`config.mk`:
```
export PLATFORM = sky130hd
export DESIGN_NAME = vds_mul
export DESIGN_NICKNAME = d
export VERILOG_FILES = /design/src/rtl/vds_pkg.sv /design/src/rtl/vds_mul.sv
export SDC_FILE = /design/constraint.sdc
export NUM_CORES = 2
export LEC_CHECK = 0
export BUFFER_PORTS_ARGS = -buffer_cell sky130_fd_sc_hd__buf_2
export CORE_AREA = 4 4 286 316
export DETAILED_ROUTE_END_ITERATION = 8
export DIE_AREA = 0 0 290 320
export PLACE_DENSITY = 0.66
export REMOVE_ABC_BUFFERS = 1
export SYNTH_ARGS = -nofsm -noshare
export SYNTH_HDL_FRONTEND = slang
export SYNTH_SLANG_ARGS = --single-unit
```
`constraint.sdc`:
```
create_clock -name clk -period 8.4 [get_ports clk]
set_input_delay 0.84 -clock clk [delete_from_list [all_inputs] [get_ports clk]]
set_output_delay 0.84 -clock clk [all_outputs]
set_load 0.01 [all_outputs]
```
`src/rtl/vds_pkg.sv`:
```
// shared types, constants and functions of the vehicle drivetrain step block
package vds_pkg;

  // field and register widths
  localparam int PEDAL_W    = 16;
  localparam int WORD_W     = 32;
  localparam int GEAR_W     = 3;
  localparam int RATIO_W    = 12;
  localparam int CFG_IDX_W  = 3;
  localparam int CFG_DATA_W = 60;
  localparam int DVD_W      = 64;
  localparam int DIV_CNT_W  = 6;

  // configuration register indexes
  localparam logic [CFG_IDX_W-1:0] REG_ENGINE_TORQUE    = 3'd0;
  localparam logic [CFG_IDX_W-1:0] REG_BRAKING_FORCE    = 3'd1;
  localparam logic [CFG_IDX_W-1:0] REG_VEHICLE_WEIGHT   = 3'd2;
  localparam logic [CFG_IDX_W-1:0] REG_GEAR_RATIO_TABLE = 3'd3;
  localparam logic [CFG_IDX_W-1:0] REG_DRAG_COEFF       = 3'd4;
  localparam logic [CFG_IDX_W-1:0] REG_FRICTION_FORCE   = 3'd5;
  localparam logic [CFG_IDX_W-1:0] REG_UPSHIFT_RPM      = 3'd6;
  localparam logic [CFG_IDX_W-1:0] REG_DOWNSHIFT_RPM    = 3'd7;

  // gears
  localparam logic [GEAR_W-1:0] GEAR_LOW = 3'd1;
  localparam logic [GEAR_W-1:0] GEAR_TOP = 3'd5;

  // divider request and response
  typedef struct packed {
    logic              start;
    logic [DVD_W-1:0]  dividend;
    logic [WORD_W-1:0] divisor;
  } div_req_t;

  typedef struct packed {
    logic             done;
    logic [DVD_W-1:0] quotient;
  } div_rsp_t;

  // ratio of one gear out of the packed table, zero outside gears one to five
  function automatic logic [RATIO_W-1:0] gear_ratio(input logic [CFG_DATA_W-1:0] tab,
                                                    input logic [GEAR_W-1:0] g);
    logic [RATIO_W-1:0] r;
    unique case (g)
      3'd1:    r = tab[11:0];
      3'd2:    r = tab[23:12];
      3'd3:    r = tab[35:24];
      3'd4:    r = tab[47:36];
      3'd5:    r = tab[59:48];
      default: r = '0;
    endcase
    return r;
  endfunction

  // rpm product after the q4.8 shift, saturated to 32 bits
  function automatic logic [WORD_W-1:0] rpm_sat(input logic [35:0] x);
    logic [WORD_W-1:0] r;
    if (x[35:32] != 4'd0) begin
      r = '1;
    end else begin
      r = x[31:0];
    end
    return r;
  endfunction

endpackage

```
`src/rtl/vds_mul.sv`:
```
// shared 32 by 32 multiplier with registered product
module vds_mul import vds_pkg::*; (
  input  logic                clk,
  input  logic [WORD_W-1:0]   a,
  input  logic [WORD_W-1:0]   b,
  output logic [2*WORD_W-1:0] p
);

  logic [2*WORD_W-1:0] p_r;

  // product is registered and lands in the cycle after the operands
  always_ff @(posedge clk) begin
    p_r <= {{WORD_W{1'b0}}, a} * {{WORD_W{1'b0}}, b};
  end

  assign p = p_r;

endmodule

```
; ---- After elaboration in Yosys (flattened, before gate mapping)
; Index checks and enable logic that the tools add are counted.
[word_totals]
in_bits = 65
output_inout_bits = 64
regBits = 64
[op_classes]
n_mul = 1
[ops]
columns = cell, count
row1 = $mul 32x32->64, 1

; ---- Longest topological paths before layout
[depth]
ltp_word = 1
ltp_mapped = 29
mapped_depth_nobuf = 27

; ---- Least setup slack after synthesis
; No wires, ideal clock.
[synth_timing]
kind = input-to-reg
from = input a[25]
to = register p_r[62] (netlist: p[62])
setup_ns = 0.072
path_slack_ns = 0.807
t_required_ns = 8.328
path_buffers = 2
stages = 25
arrival_time_ns = 7.521
path_cell_list = clkbuf_1 > nand2_1 > fa_1 > inv_1 > fa_1 > inv_1 > fa_1 > inv_1 > fa_1 > fa_1 > fa_1 > fa_1 > inv_1 > fa_1 > inv_1 > ha_1 > buf_2 > nand4_1 > or4_1 > or3_1 > a31oi_1 > a31o_2 > a211oi_1 > o21ai_1 > xor2_1
[synth_between]
elab_chain_len = 1
[synth_lines]
columns = element, line_no
row1 = from (decl), vds_mul.sv:4  ; input logic [WORD_W-1:0] a,
row2 = $mul 32x32->64, vds_mul.sv:13  ; p_r <= {{WORD_W{1'b0}}, a} * {{WORD_W{1'b0}}, b};
row3 = to (signal assigned), vds_mul.sv:13
row4 = to (decl), vds_mul.sv:9  ; logic [2*WORD_W-1:0] p_r;
; No other way between the ends.

; ---- Final worst setup path
[layout_timing]
from = input a[10]
to = register p_r[62] (netlist: p[62])
; Same word-level chain as after synthesis.

==> reports/results.tsv <==
metric	value	unit
crit_arrival	8.41	ns
grt_pass1_wl	151	mm
synthSimpleGateAreaFrac	0.176	
final-instance-count-excl-fill	4940	
ys_warn_count	0	
synth-xor-area-share	0.0152	
fill_cells	8671	
synthAdderAreaFrac	0.612	
grt_max_degree	33	
die_area	92800	um^2
path_max_fanout	20	
gr-usage-met1	0.254	
die_x	290	um
max_slew_margin	0.449	
fin_util	0.424	
ctsLongestPathBuffers	2	
clkTransAtPathRegs	0.07	ns
start_util	0.397	
tightest_slew	0.826	ns
root_buffer	clkbuf_16	
rows	114	
dp.cells	4923	
first_pass_iters	5	
fp.dieH	320	um
grt-busiest-layer	met2	
dp_hpwl	78.6	mm
crit_path_end_kind	flop	
hold_class	primary input to flop	
wl_per_cell	18.6	um
synth.most_common_cell	fa_1	
antenna_found_initial	3	
cts_tree	built	
htreeDepth	3	
grt_pass1_vias	27900	
vias	25000	
synth_edf_count	0	
yosysUniqueCellTypes	57	
synth_area_leaders	fa_1 52%, and2_1 11%, ha_1 9.5%	
post-route-min-period	8.11	ns
final_antenna_net_count	0	
status	finished, final reports clean	
vias_per_cell	5.05	
finalSetupViolCount	0	
synth_top_area_cell	fa_1	
cts.sinks	64	
gr-total-overflow	0	
avgSynthCellArea	9.25	um^2
use_met3	0.0292	
hold_buffers	0	
cap_violations	0	
layout-drive-gt1-share	0.0709	
yosys-mux-area-fraction	0.000289	
required	8.70	ns
drt-total-wl	91.7	mm
globalRouteMet2Util	0.369	
drcViolationCount	0	
postCtsSetupRepairBufs	0	
synth_flop_cell	dfxtp_1	
fmax	123	MHz
critPathLaunchType	primary input	
final_nets	4998	
synthCells	3748	
rsz0062_at_grt	false	
largest_reg_flops	64	
routabilityCongestion	0.902	
timing.final.ws_setup	0.290	ns
synth_compound_area_frac	0.0415	
synth_common_cells	896 x fa_1, 865 x inv_1, 602 x and2_1, 480 x nand2_1, 263 x ha_1	
num_io_pins	129	
port_buffers	128	
synth_top_area_frac	0.517	
finalSetupTns	0	ns
synth_top_family_by_area	adder cells	
synth.cell_area	34700	um^2
yosysSeqAreaShare	0.0369	
place_ws	-0.0189	ns
drv_slew	0	
post_cts_resized	0	
grt_use_total	0.204	
min_period_over_period	0.965	
critical_path_class	primary input to flop	
drt_iter0_markers	1175	
synthToLayoutAreaGrowth	6.84	%
ys_ff_latch	64	
cts_buffers	9	
hold_violations	0	
core_region_area	87300	um^2
ys_async_sr_fraction	0	
-- placed cells by master, fill, tap and decap left out, drive strengths merged, types with 14 or more instances in the layout --
cell,n
a21o,40
a21oi,66
and2,602
and3,14
buf,234
dfxtp,64
fa,896
ha,263
inv,866
nand2,480
nand4,23
nor2,20
o21ai,26
xnor2,35
xor2,25
-- path summary, 6_finish.rpt --
kind / start / endpoint / slack (ns) / depth (start not counted)
worst max-delay path: a[10] / p[62]$_DFF_P_ / 0.29 / 24
worst min-delay path: a[0] / p[0]$_DFF_P_ / 1.01 / 2
-- worst max-delay path, stage by stage --
cell	delay, ns
buf_2	0.46
buf_4	0.29
nand2_1	0.10
fa_1	0.57
inv_1	0.05
fa_1	0.48
fa_1	0.58
fa_1	0.45
fa_1	0.51
fa_1	0.42
fa_1	0.55
inv_1	0.07
fa_1	0.47
inv_1	0.04
ha_1	0.30
nand4_1	0.12
or4_1	0.43
or3_1	0.36
a31oi_1	0.49
buf_4	0.22
a31o_2	0.17
a211oi_1	0.10
o21ai_1	0.17
xor2_1	0.15
-- stage by stage --
stage / cell area [um^2] / hold slack [ns]
finish: 37000 / 1.01
global route: 37000 / 1.01
CTS: 37000 / 0.987
detailed placement: 36700 / 1.23
global placement: 36700 / 1.24
floorplan: 33800 / 0.962
-- layer usage --
metal	wire length (um)	vias to the layer above
met1	36000	13100
met5	9	-
met2	47300	809
met3	5170	177
li1	-	10900
met4	3230	2
-- kinds of logic (layout without fill, tap and decap cells) --
group / after synthesis / in the layout
xor+xnor: 60 / 60
buf+inv: 1085 / 1116
compound gates: 202 / 202
fa+ha+maj: 1159 / 1159
flops: 64 / 64
other cells: 0 / 1
simple gates: 1177 / 1177
mux: 1 / 1
-- area by class of cell --
| class | instances | area [um^2] | area share |
|---|---|---|---|
| inverter | 865 | 3250 | 0.0876 |
| tap | 1160 | 1450 | 0.0392 |
| timing repair buffer | 235 | 1450 | 0.0390 |
| antenna | 1 | 2.50 | 0.0000675 |
| multi-input combinational | 2599 | 29300 | 0.791 |
| clock inverter | 6 | 67.6 | 0.00182 |
| clock buffer | 10 | 239 | 0.00645 |
| sequential | 64 | 1280 | 0.0346 |
Power is not shown: default switching activity piles up to over one toggle a cycle in this logic, so the estimate is an artifact.
