**src/rtl/vds_pkg.sv**
```systemverilog
// shared types, constants and functions of the vehicle drivetrain step block
package vds_pkg;

  // field and register widths
  localparam int PEDAL_W    = 16;
  localparam int WORD_W     = 32;
  localparam int GEAR_W     = 3;
  localparam int RATIO_W    = 12;
  localparam int CFG_IDX_W  = 3;
  localparam int CFG_DATA_W = 60;
  localparam int DVD_W      = 64;
  localparam int DIV_CNT_W  = 6;

  // configuration register indexes
  localparam logic [CFG_IDX_W-1:0] REG_ENGINE_TORQUE    = 3'd0;
  localparam logic [CFG_IDX_W-1:0] REG_BRAKING_FORCE    = 3'd1;
  localparam logic [CFG_IDX_W-1:0] REG_VEHICLE_WEIGHT   = 3'd2;
  localparam logic [CFG_IDX_W-1:0] REG_GEAR_RATIO_TABLE = 3'd3;
  localparam logic [CFG_IDX_W-1:0] REG_DRAG_COEFF       = 3'd4;
  localparam logic [CFG_IDX_W-1:0] REG_FRICTION_FORCE   = 3'd5;
  localparam logic [CFG_IDX_W-1:0] REG_UPSHIFT_RPM      = 3'd6;
  localparam logic [CFG_IDX_W-1:0] REG_DOWNSHIFT_RPM    = 3'd7;

  // gears
  localparam logic [GEAR_W-1:0] GEAR_LOW = 3'd1;
  localparam logic [GEAR_W-1:0] GEAR_TOP = 3'd5;

  // divider request and response
  typedef struct packed {
    logic              start;
    logic [DVD_W-1:0]  dividend;
    logic [WORD_W-1:0] divisor;
  } div_req_t;

  typedef struct packed {
    logic             done;
    logic [DVD_W-1:0] quotient;
  } div_rsp_t;

  // ratio of one gear out of the packed table, zero outside gears one to five
  function automatic logic [RATIO_W-1:0] gear_ratio(input logic [CFG_DATA_W-1:0] tab,
                                                    input logic [GEAR_W-1:0] g);
    logic [RATIO_W-1:0] r;
    unique case (g)
      3'd1:    r = tab[11:0];
      3'd2:    r = tab[23:12];
      3'd3:    r = tab[35:24];
      3'd4:    r = tab[47:36];
      3'd5:    r = tab[59:48];
      default: r = '0;
    endcase
    return r;
  endfunction

  // rpm product after the q4.8 shift, saturated to 32 bits
  function automatic logic [WORD_W-1:0] rpm_sat(input logic [35:0] x);
    logic [WORD_W-1:0] r;
    if (x[35:32] != 4'd0) begin
      r = '1;
    end else begin
      r = x[31:0];
    end
    return r;
  endfunction

endpackage

```
**src/rtl/vds_div.sv**
```systemverilog
// bit-serial restoring divider, 64-bit dividend by 32-bit divisor
module vds_div import vds_pkg::*; (
  input  logic     clk,
  input  logic     rst_n,
  input  div_req_t req,
  output div_rsp_t rsp
);

  logic [WORD_W-1:0]    divisor_r, divisor_nxt;
  logic [DVD_W-1:0]     dvd_r, dvd_nxt;
  logic [WORD_W-1:0]    rem_r, rem_nxt;
  logic [DIV_CNT_W-1:0] cnt_r, cnt_nxt;
  logic                 busy_r, busy_nxt;
  logic                 done_r, done_nxt;
  logic [WORD_W:0]      rem_sh;
  logic [WORD_W:0]      rem_sub;
  logic                 ge;

  // one quotient bit per cycle, quotient shifts in behind the dividend
  always_comb begin
    rem_sh      = {rem_r, dvd_r[DVD_W-1]};
    rem_sub     = rem_sh - {1'b0, divisor_r};
    ge          = (rem_sh >= {1'b0, divisor_r});
    divisor_nxt = divisor_r;
    dvd_nxt     = dvd_r;
    rem_nxt     = rem_r;
    cnt_nxt     = cnt_r;
    busy_nxt    = busy_r;
    done_nxt    = 1'b0;
    if (req.start) begin
      // zero weight divides as one
      divisor_nxt = (req.divisor == '0) ? WORD_W'(1) : req.divisor;
      dvd_nxt     = req.dividend;
      rem_nxt     = '0;
      cnt_nxt     = '0;
      busy_nxt    = 1'b1;
    end else if (busy_r) begin
      rem_nxt = ge ? rem_sub[WORD_W-1:0] : rem_sh[WORD_W-1:0];
      dvd_nxt = {dvd_r[DVD_W-2:0], ge};
      cnt_nxt = cnt_r + DIV_CNT_W'(1);
      if (cnt_r == '1) begin
        busy_nxt = 1'b0;
        done_nxt = 1'b1;
      end
    end
  end

  // control state
  always_ff @(posedge clk) begin
    if (!rst_n) begin
      cnt_r  <= '0;
      busy_r <= 1'b0;
      done_r <= 1'b0;
    end else begin
      cnt_r  <= cnt_nxt;
      busy_r <= busy_nxt;
      done_r <= done_nxt;
    end
  end

  // datapath
  always_ff @(posedge clk) begin
    divisor_r <= divisor_nxt;
    dvd_r     <= dvd_nxt;
    rem_r     <= rem_nxt;
  end

  assign rsp.done     = done_r;
  assign rsp.quotient = dvd_r;

endmodule

```
**config.mk**
```make
export PLATFORM = sky130hd
export DESIGN_NAME = vds_div
export DESIGN_NICKNAME = d
export VERILOG_FILES = /design/src/rtl/vds_pkg.sv /design/src/rtl/vds_div.sv
export SDC_FILE = /design/constraint.sdc
export NUM_CORES = 1
export LEC_CHECK = 0
export BUFFER_PORTS_ARGS = -buffer_cell sky130_fd_sc_hd__buf_2
export CAP_MARGIN = 20
export CORE_MARGIN = 3
export CORE_UTILIZATION = 59
export CTS_CLUSTER_SIZE = 10
export DETAILED_ROUTE_END_ITERATION = 8
export PLACE_DENSITY = 0.92
export REMOVE_ABC_BUFFERS = 1
export SYNTH_ARGS = -nofsm -noshare
export SYNTH_HDL_FRONTEND = slang
export SYNTH_SLANG_ARGS = --single-unit
```
**constraint.sdc**
```tcl
create_clock -name clk -period 7.7 [get_ports clk]
set_input_delay 1.155 -clock clk [delete_from_list [all_inputs] [get_ports clk]]
set_output_delay 1.155 -clock clk [all_outputs]
set_load 0.1 [all_outputs]
```
== Word-level counts from Yosys, hierarchy flattened ==
Index checks and enable logic that the tools add are counted.

* Register bits after elaboration: 136
* Bits in latches: 0
* Memory bits (writable): 0
* Bits in read-only memories: 0
* Input port bits: 99
* Output and inout port bits: 65
* Word-level logic and storage cells: 23
* Memories kept: 0

* Add/subtract/negate cells: 2
* Multipliers: 0
* Div/mod/pow operators: 0
* $lt $le $gt $ge: 1
* Equality and inequality tests: 1
* Shift-type cells: 0
* Mux-type cells: 7
* Bitwise logic cells: 2
* Reductions and logical operators: 4

{| class="wikitable"
|+ Operators with widths
! kind !! count
|-
| two-way mux 64 bit || 2
|-
| greater-or-equal comparator 33 x 32 -> 1 bit || 1
|-
| logical NOT 32 bit || 1
|-
| two-way mux 32 bit || 1
|-
| subtractor 32 bit || 1
|-
| adder 6 x 1 -> 6 bit (second input constant) || 1
|-
| == test 6 bit (second input constant) || 1
|-
| two-way mux 1 bit || 4
|-
| OR reduction 3 bit || 1
|-
| inverter 1 bit || 2
|-
| nonzero test 2 bit || 1
|-
| OR reduction 2 bit || 1
|}

== Longest topological paths before layout ==
Gate-level depths: netlist of the first run.

* Depth in word-level cells: 4
* Gate-level depth with buffers: 13
* Mapped depth without buffers: 11

== Least setup slack after synthesis of the first run ==
Ideal clock, no wire load.

* Path kind: input -> register
* Start point: input port req[96] (netlist name)
* End point: register dvd_r[0] (enable)
* Setup time: 0.418 ns
* Arrival: 3.050 ns
* Path slack: 4.232 ns
* Stages on the path: 4
* Path buffers: 2
* Path through: clkbuf_1 > nor2_1 > clkbuf_1 > inv_1

* Longest elaborated chain between the ends: 1

{| class="wikitable"
|+ RTL lines
! what !! RTL line !! source
|-
| start: declaration || vds_div.sv:5 || <nowiki>input div_req_t req,</nowiki>
|-
| nonzero test 2 bit (no line) || -- ||
|-
| end signal: assignment || vds_div.sv:64 || <nowiki>dvd_r <= dvd_nxt;</nowiki>
|-
| end: declaration || vds_div.sv:10 || <nowiki>logic [DVD_W-1:0] dvd_r, dvd_nxt;</nowiki>
|}

Every way passes these cells.
A chain may end at the register's enable or synchronous reset.

== Worst setup path after layout of the first run ==
* Start point: register divisor_r[18]
* End point: register rem_r[6]

* Longest elaborated chain between the ends: 2

{| class="wikitable"
|+ RTL lines
! what !! RTL line !! source
|-
| start: declaration || vds_div.sv:9 || <nowiki>logic [WORD_W-1:0] divisor_r, divisor_nxt;</nowiki>
|-
| start signal: assignment || vds_div.sv:63 || <nowiki>divisor_r <= divisor_nxt;</nowiki>
|-
| greater-or-equal comparator 33 x 32 -> 1 bit || vds_div.sv:23 || <nowiki>ge = (rem_sh >= {1'b0, divisor_r});</nowiki>
|-
| two-way mux 32 bit || vds_div.sv:38 || <nowiki>rem_nxt = ge ? rem_sub[WORD_W-1:0] : rem_sh[WORD_W-1:0];</nowiki>
|-
| end signal: assignment || vds_div.sv:65 || <nowiki>rem_r <= rem_nxt;</nowiki>
|-
| end: declaration || vds_div.sv:11 || <nowiki>logic [WORD_W-1:0] rem_r, rem_nxt;</nowiki>
|}

Every way passes these cells.

==> out/metrics.yaml, run 1 <==
crit_path_start_kind: "flip-flop"
setup_tns_ns: 0
synth_top_family_by_area: "compound AO/OA/AOI/OAI gates"
cp_slowest_cell: "o21a_1"
cts_setup_buffers: 0
synth_compound_area_frac: 0.1476
pwr_density_cell_nw_per_um2: 253.3
vdd_drop_max_mv: 0.3022
core_area_um2: 12260
timing_hold_violations_final: 0
synthTopCellsByArea: "edfxtp_1 38%, dfxtp_1 11%, mux2_2 9.6%"
p_comb_frac: 0.252
synth_edf_count: 96
vias_per_cell: 6.164
max_freq_mhz: 316.9
setup_viol: 0
ys.flop_type: "edfxtp_1"
drive_gt1_frac: 0.3329
rsz0062_at_grt: "false"
synthCells: 714
outcome: "complete, no violations"
final_cell_mix: "162 x buf_2, 96 x edfxtp_1, 64 x mux2_2"
slew_violations: 0
cts-resized-gates: 0
hold_buffers: 0
diodes: 0
min_path_type: "flip-flop to flip-flop"
clk_latency_ns: 0.43
worstSetupPathType: "flip-flop to flip-flop"
crit_start: "divisor_r[18]$_SDFFCE_PN0P_"
grt_pass1_vias: 6247
dp_cells: 986
grt_pass1_wl_mm: 32.65
drtIter0Drc: 649
pin_count: 164
grt_overflow: 0
die_area_um2: 14180
synth_fa_ha_area_frac: 0.05738
tightestPinTransition_ns: 0.9903
grt_max_degree: 77
cts-htree-levels: 4
synth_area_per_cell_um2: 10.57
fin_crit_sh: 0.4098
synth_seq_cells: 136
track_usage: 0.2929
numCtsBuffers: 17
num_vias: 6275
antenna_found_initial: 0
place_congestion: 0.9980
die_h_um: 119.1
regToRegStartpoint: "divisor_r[18]$_SDFFCE_PN0P_"
crit_path_max_incr_delay_ns: 0.42
synth_async_sr_flop_share: 0
synth_cell_type_count: 57
rows: 40
path_cells: "inv_1, ha_1, a21oi_1, o211ai_1, a21o_1, a311o_1, a21oi_2, o21a_1, buf_4, nand2_1, a311oi_2"
drv_cap: 0
slew_headroom: 0.3398
crit_buf_inv: 2
synth_top_cell_by_area: "edfxtp_1"
p_leak_nw: 3.695
dp_hpwl_mm: 13.97
syn_to_final_growth_pct: 17.89
p_switching_w: 0.0007984
finalCriticalPeriod_ns: 3.155
start_util: 0.6153
cts_buffer_depth: 2
port_buffers: 163
required_ns: 8.04
syn-cell-area_um2: 7545
synth_top_area_share: 0.3821
ys_seq_area_frac: 0.4882
power.share.clock: 0.355
root_buffer: "clkbuf_16"
critPathTopFamily: "compound AO/OA/AOI/OAI gates"
end_kind: "flip-flop"
first_pass_iters: 5
hp-start: "rem_r[18]$_SDFFE_PP0P_"
clkTransAtPathRegs_ns: 0.06
detail-route-antenna-nets: 0
crit_path_max_fanout: 26
sw_frac_of_total: 0.3544
fin_cells: 1018
cts_tree: "yes"
wl_per_cell_um: 20.09
synth_xor_area_frac: 0.03134
internal-power_w: 0.001455
fp.dieW_um: 119.1
drcViolationCount: 0
seqPwrFrac: 0.393
synthSimpleGateAreaFrac: 0.1148
cts_sinks: 136
final.setup_skew_ns: 0.01267
crit_arrival_ns: 3.50
synth_mux_area_frac: 0.09950
final_common_cell: "buf_2"
final_nets: 970
wirelength_mm: 20.45
yosysWarnings: 0
==> synthesized netlist by cell type, types with 3 or more instances <==
library cell and count:
a211oi_1 6, a21o_1 10, a21oi_1 40, a311oi_2 11, a31oi_1 6, a32oi_1 8, and3_1 4, buf_2 7
clkbuf_1 49, dfxtp_1 40, edfxtp_1 96, ha_1 33, inv_1 42, mux2_2 64, mux2i_1 3, nand2_1 60
nand2b_1 14, nand3_1 22, nand4_1 13, nor2_1 44, nor3_1 3, nor4_1 11, o211ai_1 7, o21a_1 3
o21ai_0 38, o21bai_1 4, o22ai_1 3, o311ai_0 3, o31ai_1 4, or3_1 4, xnor2_1 16, xor2_1 11
==> flip-flops by register name, summed over array words and instances (netlist names) <==
| signal | flops |
|---|---|
| cnt_r | 6 |
| divisor_r | 32 |
| rem_r | 32 |
| done_r | 1 |
| dvd_r | 64 |
| busy_r | 1 |
==> power groups by stage <==
stage | Combinational (W) | Sequential [W] | Clock, W
floorplan | 0.000177 | 0.00115 | 0
global placement | 0.000546 | 0.000896 | 0
detailed placement | 0.000558 | 0.000897 | 0
CTS | 0.000563 | 0.000886 | 0.000802
global route | 0.000594 | 0.000893 | 0.000834
finish | 0.000567 | 0.000886 | 0.000800
==> stage by stage <==
stage	setup WS, ns	area [µm²]	total power (W)	hold slack (ns)	utilization
6_report	4.545	8895	0.002253	0.4853	0.7254
5_1_grt	4.404	8895	0.002320	0.5345	0.7254
4_1_cts	4.615	8895	0.002252	0.4885	0.7254
3_5_place_dp	4.520	8322	0.001455	0.4798	0.6787
3_3_place_gp	4.550	8322	0.001443	0.4631	0.6787
2_1_floorplan	4.392	7241	0.001328	0.4366	-
==> path summary, 6_finish.rpt <==
check	endpoint	slack [ns]	cells after the start
hold / removal	rem_r[18]$_SDFFE_PP0P_	0.49	2
setup reg to reg	rem_r[6]$_SDFFE_PP0P_	4.54	11
setup / recovery	rem_r[6]$_SDFFE_PP0P_	4.54	11
hold reg to reg	rem_r[18]$_SDFFE_PP0P_	0.49	2
==> layout make-up <==
class                           count  area [µm²]
Tap cell                          168       210.2
Clock buffer                       21       493.0
Multi-Input combinational cell    470        3400
Timing Repair Buffer              170       870.8
Sequential cell                   136        3684
Fill cell                         805        3367
Clock inverter                     11       80.08
Inverter                           42       157.7
==> layer usage <==
metal,vias to the layer above,track usage,share of wire
met5,-,0,0
met4,0,0.1173,0.032
met3,63,0.08547,0.091
met2,364,0.4871,0.50
met1,2989,0.3584,0.38
li1,2859,-,-
==> logic make-up (layout without fill, tap and decap cells) <==
family                     after synthesis  count (layout)
xor gates and xnor gates                27              27
AOI/OAI and AO/OA                      159             159
adders and majority gates               34              34
and+or+nand+nor                        183             183
DFF                                    136             136
buffers and inverters                  108             244
muxes                                   67              67
==> worst register-to-register path: cells and delay by family, from the launching register on <==
family | cells | cell delay (ns)
AO/OA/AOI/OAI | 7 | 1.86
buffers and inverters | 2 | 0.42
adder cells (fa/ha/maj) | 1 | 0.37
flip-flops | 1 | 0.32
AND/OR/NAND/NOR | 1 | 0.13
(Power assumes the default switching activity.)
==> run 2: changes to the inputs <==
Settings changed: CORE_UTILIZATION 59 to 50, PLACE_DENSITY 0.92 to 0.83.
Clock period 7.7 ns to 2.8 ns, I/O delays scaled along.
==> run 2 against run 1 <==
Effect of this change: first-iteration DRC count down 45%; power increased to 2.7 times the previous value; clock skew is 0.0034 ns lower; largest power group unchanged.
==> out/metrics.yaml, run 2 (synthesis results as in run 1) <==
outcome: "complete, no violations"
worstSetupPathType: "flip-flop to flip-flop"
design_area_um2: 9042
end_kind: "flip-flop"
vias_per_cell: 5.666
crit_path_max_incr_delay_ns: 0.39
track_usage: 0.2289
drive_gt1_frac: 0.3507
detail-route-antenna-nets: 0
finalCriticalPeriod_ns: 2.653
total_power_w: 0.006004
pwr_density_cell_nw_per_um2: 664.0
cts_tree: "yes"
min_path_type: "input port to flip-flop"
drcViolationCount: 0
largest_register_ffs: 64
path_cells: "inv_1, ha_1, a21oi_2, o211ai_1, a21o_1, a311o_1, a21oi_2, o21a_2, buf_4, nand2_1, a311oi_2"
drtIter0Drc: 358
hold_buffers: 0
port_buffers: 163
num_vias: 5938
reg.largest.list: "dvd_r (64), divisor_r (32), rem_r (32)"
slew_headroom: 0.6100
grt_overflow: 0
final.setup_skew_ns: 0.009312
cts-htree-levels: 4
clk_latency_ns: 0.42
tightestPinTransition_ns: 0.5796
crit_top_cell: "a21oi_2"
cts_buffer_depth: 2
start_util: 0.5152
numCtsBuffers: 17
largest_register: "dvd_r"
timing_hold_violations_final: 0
crit_path_start_kind: "flip-flop"
rsz0062_at_grt: "false"
nFillCells: 1202
sw_frac_of_total: 0.3544
placed_area_um2: 8484
drv_cap: 0
syn_to_final_growth_pct: 19.85
dp_slack_ns: 0.08909
first_pass_iters: 5
setup_viol: 0
core_area_um2: 14640
die_h_um: 128.8
clkTransAtPathRegs_ns: 0.06
final_nets: 985
die_area_um2: 16600
final_cell_mix: "162 x buf_2, 96 x edfxtp_1, 64 x mux2_2"
crit_arrival_ns: 2.99
diodes: 0
wl_per_cell_um: 17.60
vdd_drop_max_mv: 0.4944
antenna_found_initial: 2
wirelength_mm: 18.44
cts_sinks: 136
crit_path_max_fanout: 16
internal-power_w: 0.003876
required_ns: 3.13
rows: 44
max_freq_mhz: 377.0
grt_pass1_wl_mm: 29.68
dp_hpwl_mm: 13.81
pin_count: 164
grt_max_degree: 72
cp_slowest_cell: "ha_1"
root_buffer: "clkbuf_16"
slew_violations: 0
fin_crit_sh: 0.9474
grt_pass1_vias: 6013
final_common_cell: "buf_2"
p_comb_frac: 0.260
place_congestion: 0.9539
p_switching_w: 0.002128
p_leak_nw: 3.744
fp.dieW_um: 128.8
fin_ws_ns: 0.1474
seqPwrFrac: 0.404
power.share.clock: 0.336
run 2: changes by cell type in the layout (fill, tap and decap cells not counted), sizes merged:
| cell | previous run | this run |
|---|---|---|
| buf | 170 | 185 |
| inv | 49 | 46 |
| clkbuf | 21 | 17 |
| clkinvlp | 0 | 6 |
run 2: power groups by stage:
| stage | Combinational (W) | Clock [W] | Sequential [W] |
|---|---|---|---|
| detailed placement | 0.00155 | 0 | 0.00247 |
| global route | 0.00165 | 0.00214 | 0.00245 |
| CTS | 0.00155 | 0.00206 | 0.00243 |
| finish | 0.00156 | 0.00202 | 0.00243 |
| global placement | 0.00154 | 0 | 0.00246 |
| floorplan | 0.000487 | 0 | 0.00317 |
run 2: metrics by stage:
stage | cells | hold WS [ns] | util | TNS, ns
6_report | 1048 | 0.1890 | 0.6175 | 0
5_1_grt | 1048 | 0.1704 | 0.6175 | 0
4_1_cts | 1047 | 0.1706 | 0.6154 | 0
3_5_place_dp | 1016 | 0.4573 | 0.5794 | 0
3_3_place_gp | 1016 | 0.4544 | 0.5794 | 0
2_1_floorplan | 648 | 0.4366 | - | -42.96
run 2: layer usage:
metal	up-vias	share of wire	track usage
li1	2880	-	-
met1	2782	0.40	0.2760
met2	235	0.50	0.3860
met3	37	0.083	0.07887
met4	4	0.019	0.07350
met5	-	0.0011	0
run 2: cell type report:
class,count,area [µm²],share of cell area
clock inverter,14,102.6,0.01135
inverter,42,157.7,0.01743
tap,184,230.2,0.02546
timing repair buffer,185,1025,0.1133
clock buffer,17,425.4,0.04705
multi-input combinational,470,3418,0.3780
sequential,136,3684,0.4074
run 2: critical path, delay by kind of cell, from the launching register on:
family                     cells  cell delay [ns]
adders and majority gates      1             0.39
and+or+nand+nor                1             0.09
AOI/OAI and AO/OA              7             1.48
buffers and inverters          2             0.28
DFF                            1             0.32
run 2: final timing paths:
check / slack, ns / depth (start not counted) / endpoint / startpoint
hold reg to reg: 0.47 / 2 / rem_r[31]$_SDFFE_PP0P_ / rem_r[31]$_SDFFE_PP0P_
hold / removal: 0.19 / 1 / divisor_r[29]$_SDFFCE_PN0P_ / req[29]
setup reg to reg: 0.15 / 11 / rem_r[16]$_SDFFE_PP0P_ / divisor_r[20]$_SDFFCE_PN0P_
setup / recovery: 0.15 / 11 / rem_r[16]$_SDFFE_PP0P_ / divisor_r[20]$_SDFFCE_PN0P_
run 2: what timing repair did:
action                     4_1_cts  5_1_grt
setup endpoints to repair        0       19
gates resized for setup          0       10
buffers inserted                 0        1
==> run 3: changes to the inputs <==
Settings changed: BUFFER_PORTS_ARGS -buffer_cell sky130_fd_sc_hd__buf_2 to -buffer_cell sky130_fd_sc_hd__buf_4, CORE_MARGIN 3 to unset, CORE_UTILIZATION 50 to 51, CTS_BUF_LIST set to sky130_fd_sc_hd__clkbuf_4 sky130_fd_sc_hd__clkbuf_8, PLACE_DENSITY 0.83 to 0.85.
==> run 3 against run 2 <==
Effect of this change: design area rose by 3.1%; via count rose by 1.0%; clock skew rose by 0.0081 ns; final cell count fell by 0.38%; critical path type unchanged; critical endpoint is now rem_r[5]$_SDFFE_PP0P_.
==> out/metrics.yaml, run 3 (synthesis results as in run 1) <==
detail-route-antenna-nets: 0
root_buffer: "clkbuf_8"
pin_count: 164
reg2reg_to: "rem_r[5]$_SDFFE_PP0P_"
clkTransAtPathRegs_ns: 0.09
drtIter0Drc: 407
syn_to_final_growth_pct: 23.60
grt_max_degree: 73
path_cells: "inv_1, ha_1, and3_4, and3_4, a41o_1, a311o_1, a21oi_2, o21a_1, buf_4, nand2_1, a311oi_2"
fin_ws_ns: 0.1344
fp.dieW_um: 123.6
dp_hpwl_mm: 14.40
outcome: "complete, no violations"
slew_violations: 0
cts_buffer_depth: 2
timing_hold_violations_final: 0
rows: 44
final_nets: 980
numCtsBuffers: 17
cts_sinks: 136
fin_crit_sh: 0.9520
max_freq_mhz: 375.1
grt_pass1_wl_mm: 29.92
wl_per_cell_um: 18.40
crit_path_start_kind: "flip-flop"
p_leak_nw: 3.815
grt_overflow: 0
placed_area_um2: 8840
rsz0062_at_grt: "true"
final_cell_mix: "176 x buf_4, 96 x edfxtp_1, 64 x mux2_2"
start_util: 0.5211
port_buffers: 163
nFillCells: 1107
tightestPinTransition_ns: 0.6084
antenna_found_initial: 0
final.setup_skew_ns: 0.01739
required_ns: 3.17
hp-start: "req[13]"
track_usage: 0.2637
final_common_cell: "buf_4"
die_area_um2: 15280
slew_headroom: 0.5906
finalCriticalPeriod_ns: 2.666
first_pass_iters: 5
grt_pass1_vias: 5966
crit_path_max_fanout: 16
design_area_um2: 9325
wirelength_mm: 19.21
drcViolationCount: 0
vdd_drop_max_mv: 0.4806
vias_per_cell: 5.746
setup_viol: 0
setup_tns_ns: 0
pwr_density_cell_nw_per_um2: 628.9
min_path_type: "input port to flip-flop"
drive_gt1_frac: 0.3535
regToRegStartpoint: "divisor_r[11]$_SDFFCE_PN0P_"
hold_buffers: 0
crit_arrival_ns: 3.03
core_area_um2: 14480
largest_register: "dvd_r"
crit_path_max_incr_delay_ns: 0.39
cts-htree-levels: 4
clk_latency_ns: 0.47
crit_top_cell: "and3_4"
largest_register_ffs: 64
hold_path_end: "divisor_r[13]$_SDFFCE_PN0P_"
place_congestion: 0.9492
cp_slowest_cell: "ha_1"
cts_tree: "yes"
diodes: 0
die_h_um: 123.6
dp_slack_ns: 0.1103
num_vias: 5999
whs_path_depth: 1
end_kind: "flip-flop"
worstSetupPathType: "flip-flop to flip-flop"
drv_cap: 0
r2r_cells: 11
rrSetupSlack_ns: 0.13
reg.largest.list: "dvd_r (64), divisor_r (32), rem_r (32)"
==> run 3: cell types whose count changed in the layout (fill, tap and decap cells not counted), moves of 4 or more <==
| cell | delta |
|---|---|
| buf_2 | -162 |
| buf_4 | +157 |
| clkbuf_8 | +19 |
| clkbuf_16 | -17 |
| ha_1 | -4 |
| ha_2 | +4 |
==> run 3: layout make-up <==
type,count,area [µm²],share of cell area
sequential,136,3684,0.3950
multi-input combinational,470,3436,0.3684
timing repair buffer,180,1384,0.1484
clock inverter,12,165.2,0.01771
tap,184,230.2,0.02469
clock buffer,20,269.0,0.02885
inverter,42,157.7,0.01691
==> run 3: critical path: cells and delay by family (launching register included) <==
| family | cells | cell delay (ns) |
|---|---|---|
| compound gates | 5 | 1.08 |
| fa+ha+maj | 1 | 0.39 |
| buf+inv | 2 | 0.26 |
| flops | 1 | 0.34 |
| simple gates | 3 | 0.48 |
==> run 3: worst max-delay path by stage <==
stage	from	endpoint	slack [ns]
2_1_floorplan	busy_r$_SDFF_PN0_	dvd_r[0]$_DFFE_PP_	-0.48
3_3_place_gp	dvd_r[63]$_DFFE_PP_	rem_r[28]$_SDFFE_PP0P_	0.22
3_5_place_dp	dvd_r[63]$_DFFE_PP_	rem_r[28]$_SDFFE_PP0P_	0.11
4_1_cts	dvd_r[63]$_DFFE_PP_	rem_r[28]$_SDFFE_PP0P_	0.08
5_1_grt	divisor_r[22]$_SDFFCE_PN0P_	rem_r[5]$_SDFFE_PP0P_	-0.01
6_report	divisor_r[11]$_SDFFCE_PN0P_	rem_r[5]$_SDFFE_PP0P_	0.13
==> run 3: power breakdown <==
part | total [W] | switching (W) | internal, W
Clock | 0.00178 | 0.000828 | 0.000950
Sequential | 0.00243 | 0.0000861 | 0.00234
Combinational | 0.00166 | 0.00117 | 0.000491
Total | 0.00586 | 0.00208 | 0.00378
==> run 3: metrics by stage <==
step	hold WS (ns)	util	std cells	power, W
after floorplan	0.4366	-	648	0.003652
after global placement	0.4659	0.6105	1011	0.004088
after detailed placement	0.4805	0.6105	1011	0.004113
after CTS	0.1029	0.6405	1043	0.005874
after global routing	0.1003	0.6441	1044	0.006088
final	0.1313	0.6441	1044	0.005865
==> run 3: what timing repair did <==
action	in CTS	in global routing
gates resized for setup	0	13
buffers inserted	0	1
setup endpoints to repair	0	28
hold endpoints to repair	0	0
==> run 3: routing by layer <==
metal,share of wire,vias to the layer above,track usage
met2,0.50,217,0.4458
met3,0.070,50,0.08745
li1,-,2871,-
met5,0,-,0
met1,0.40,2861,0.2974
met4,0.033,0,0.1303
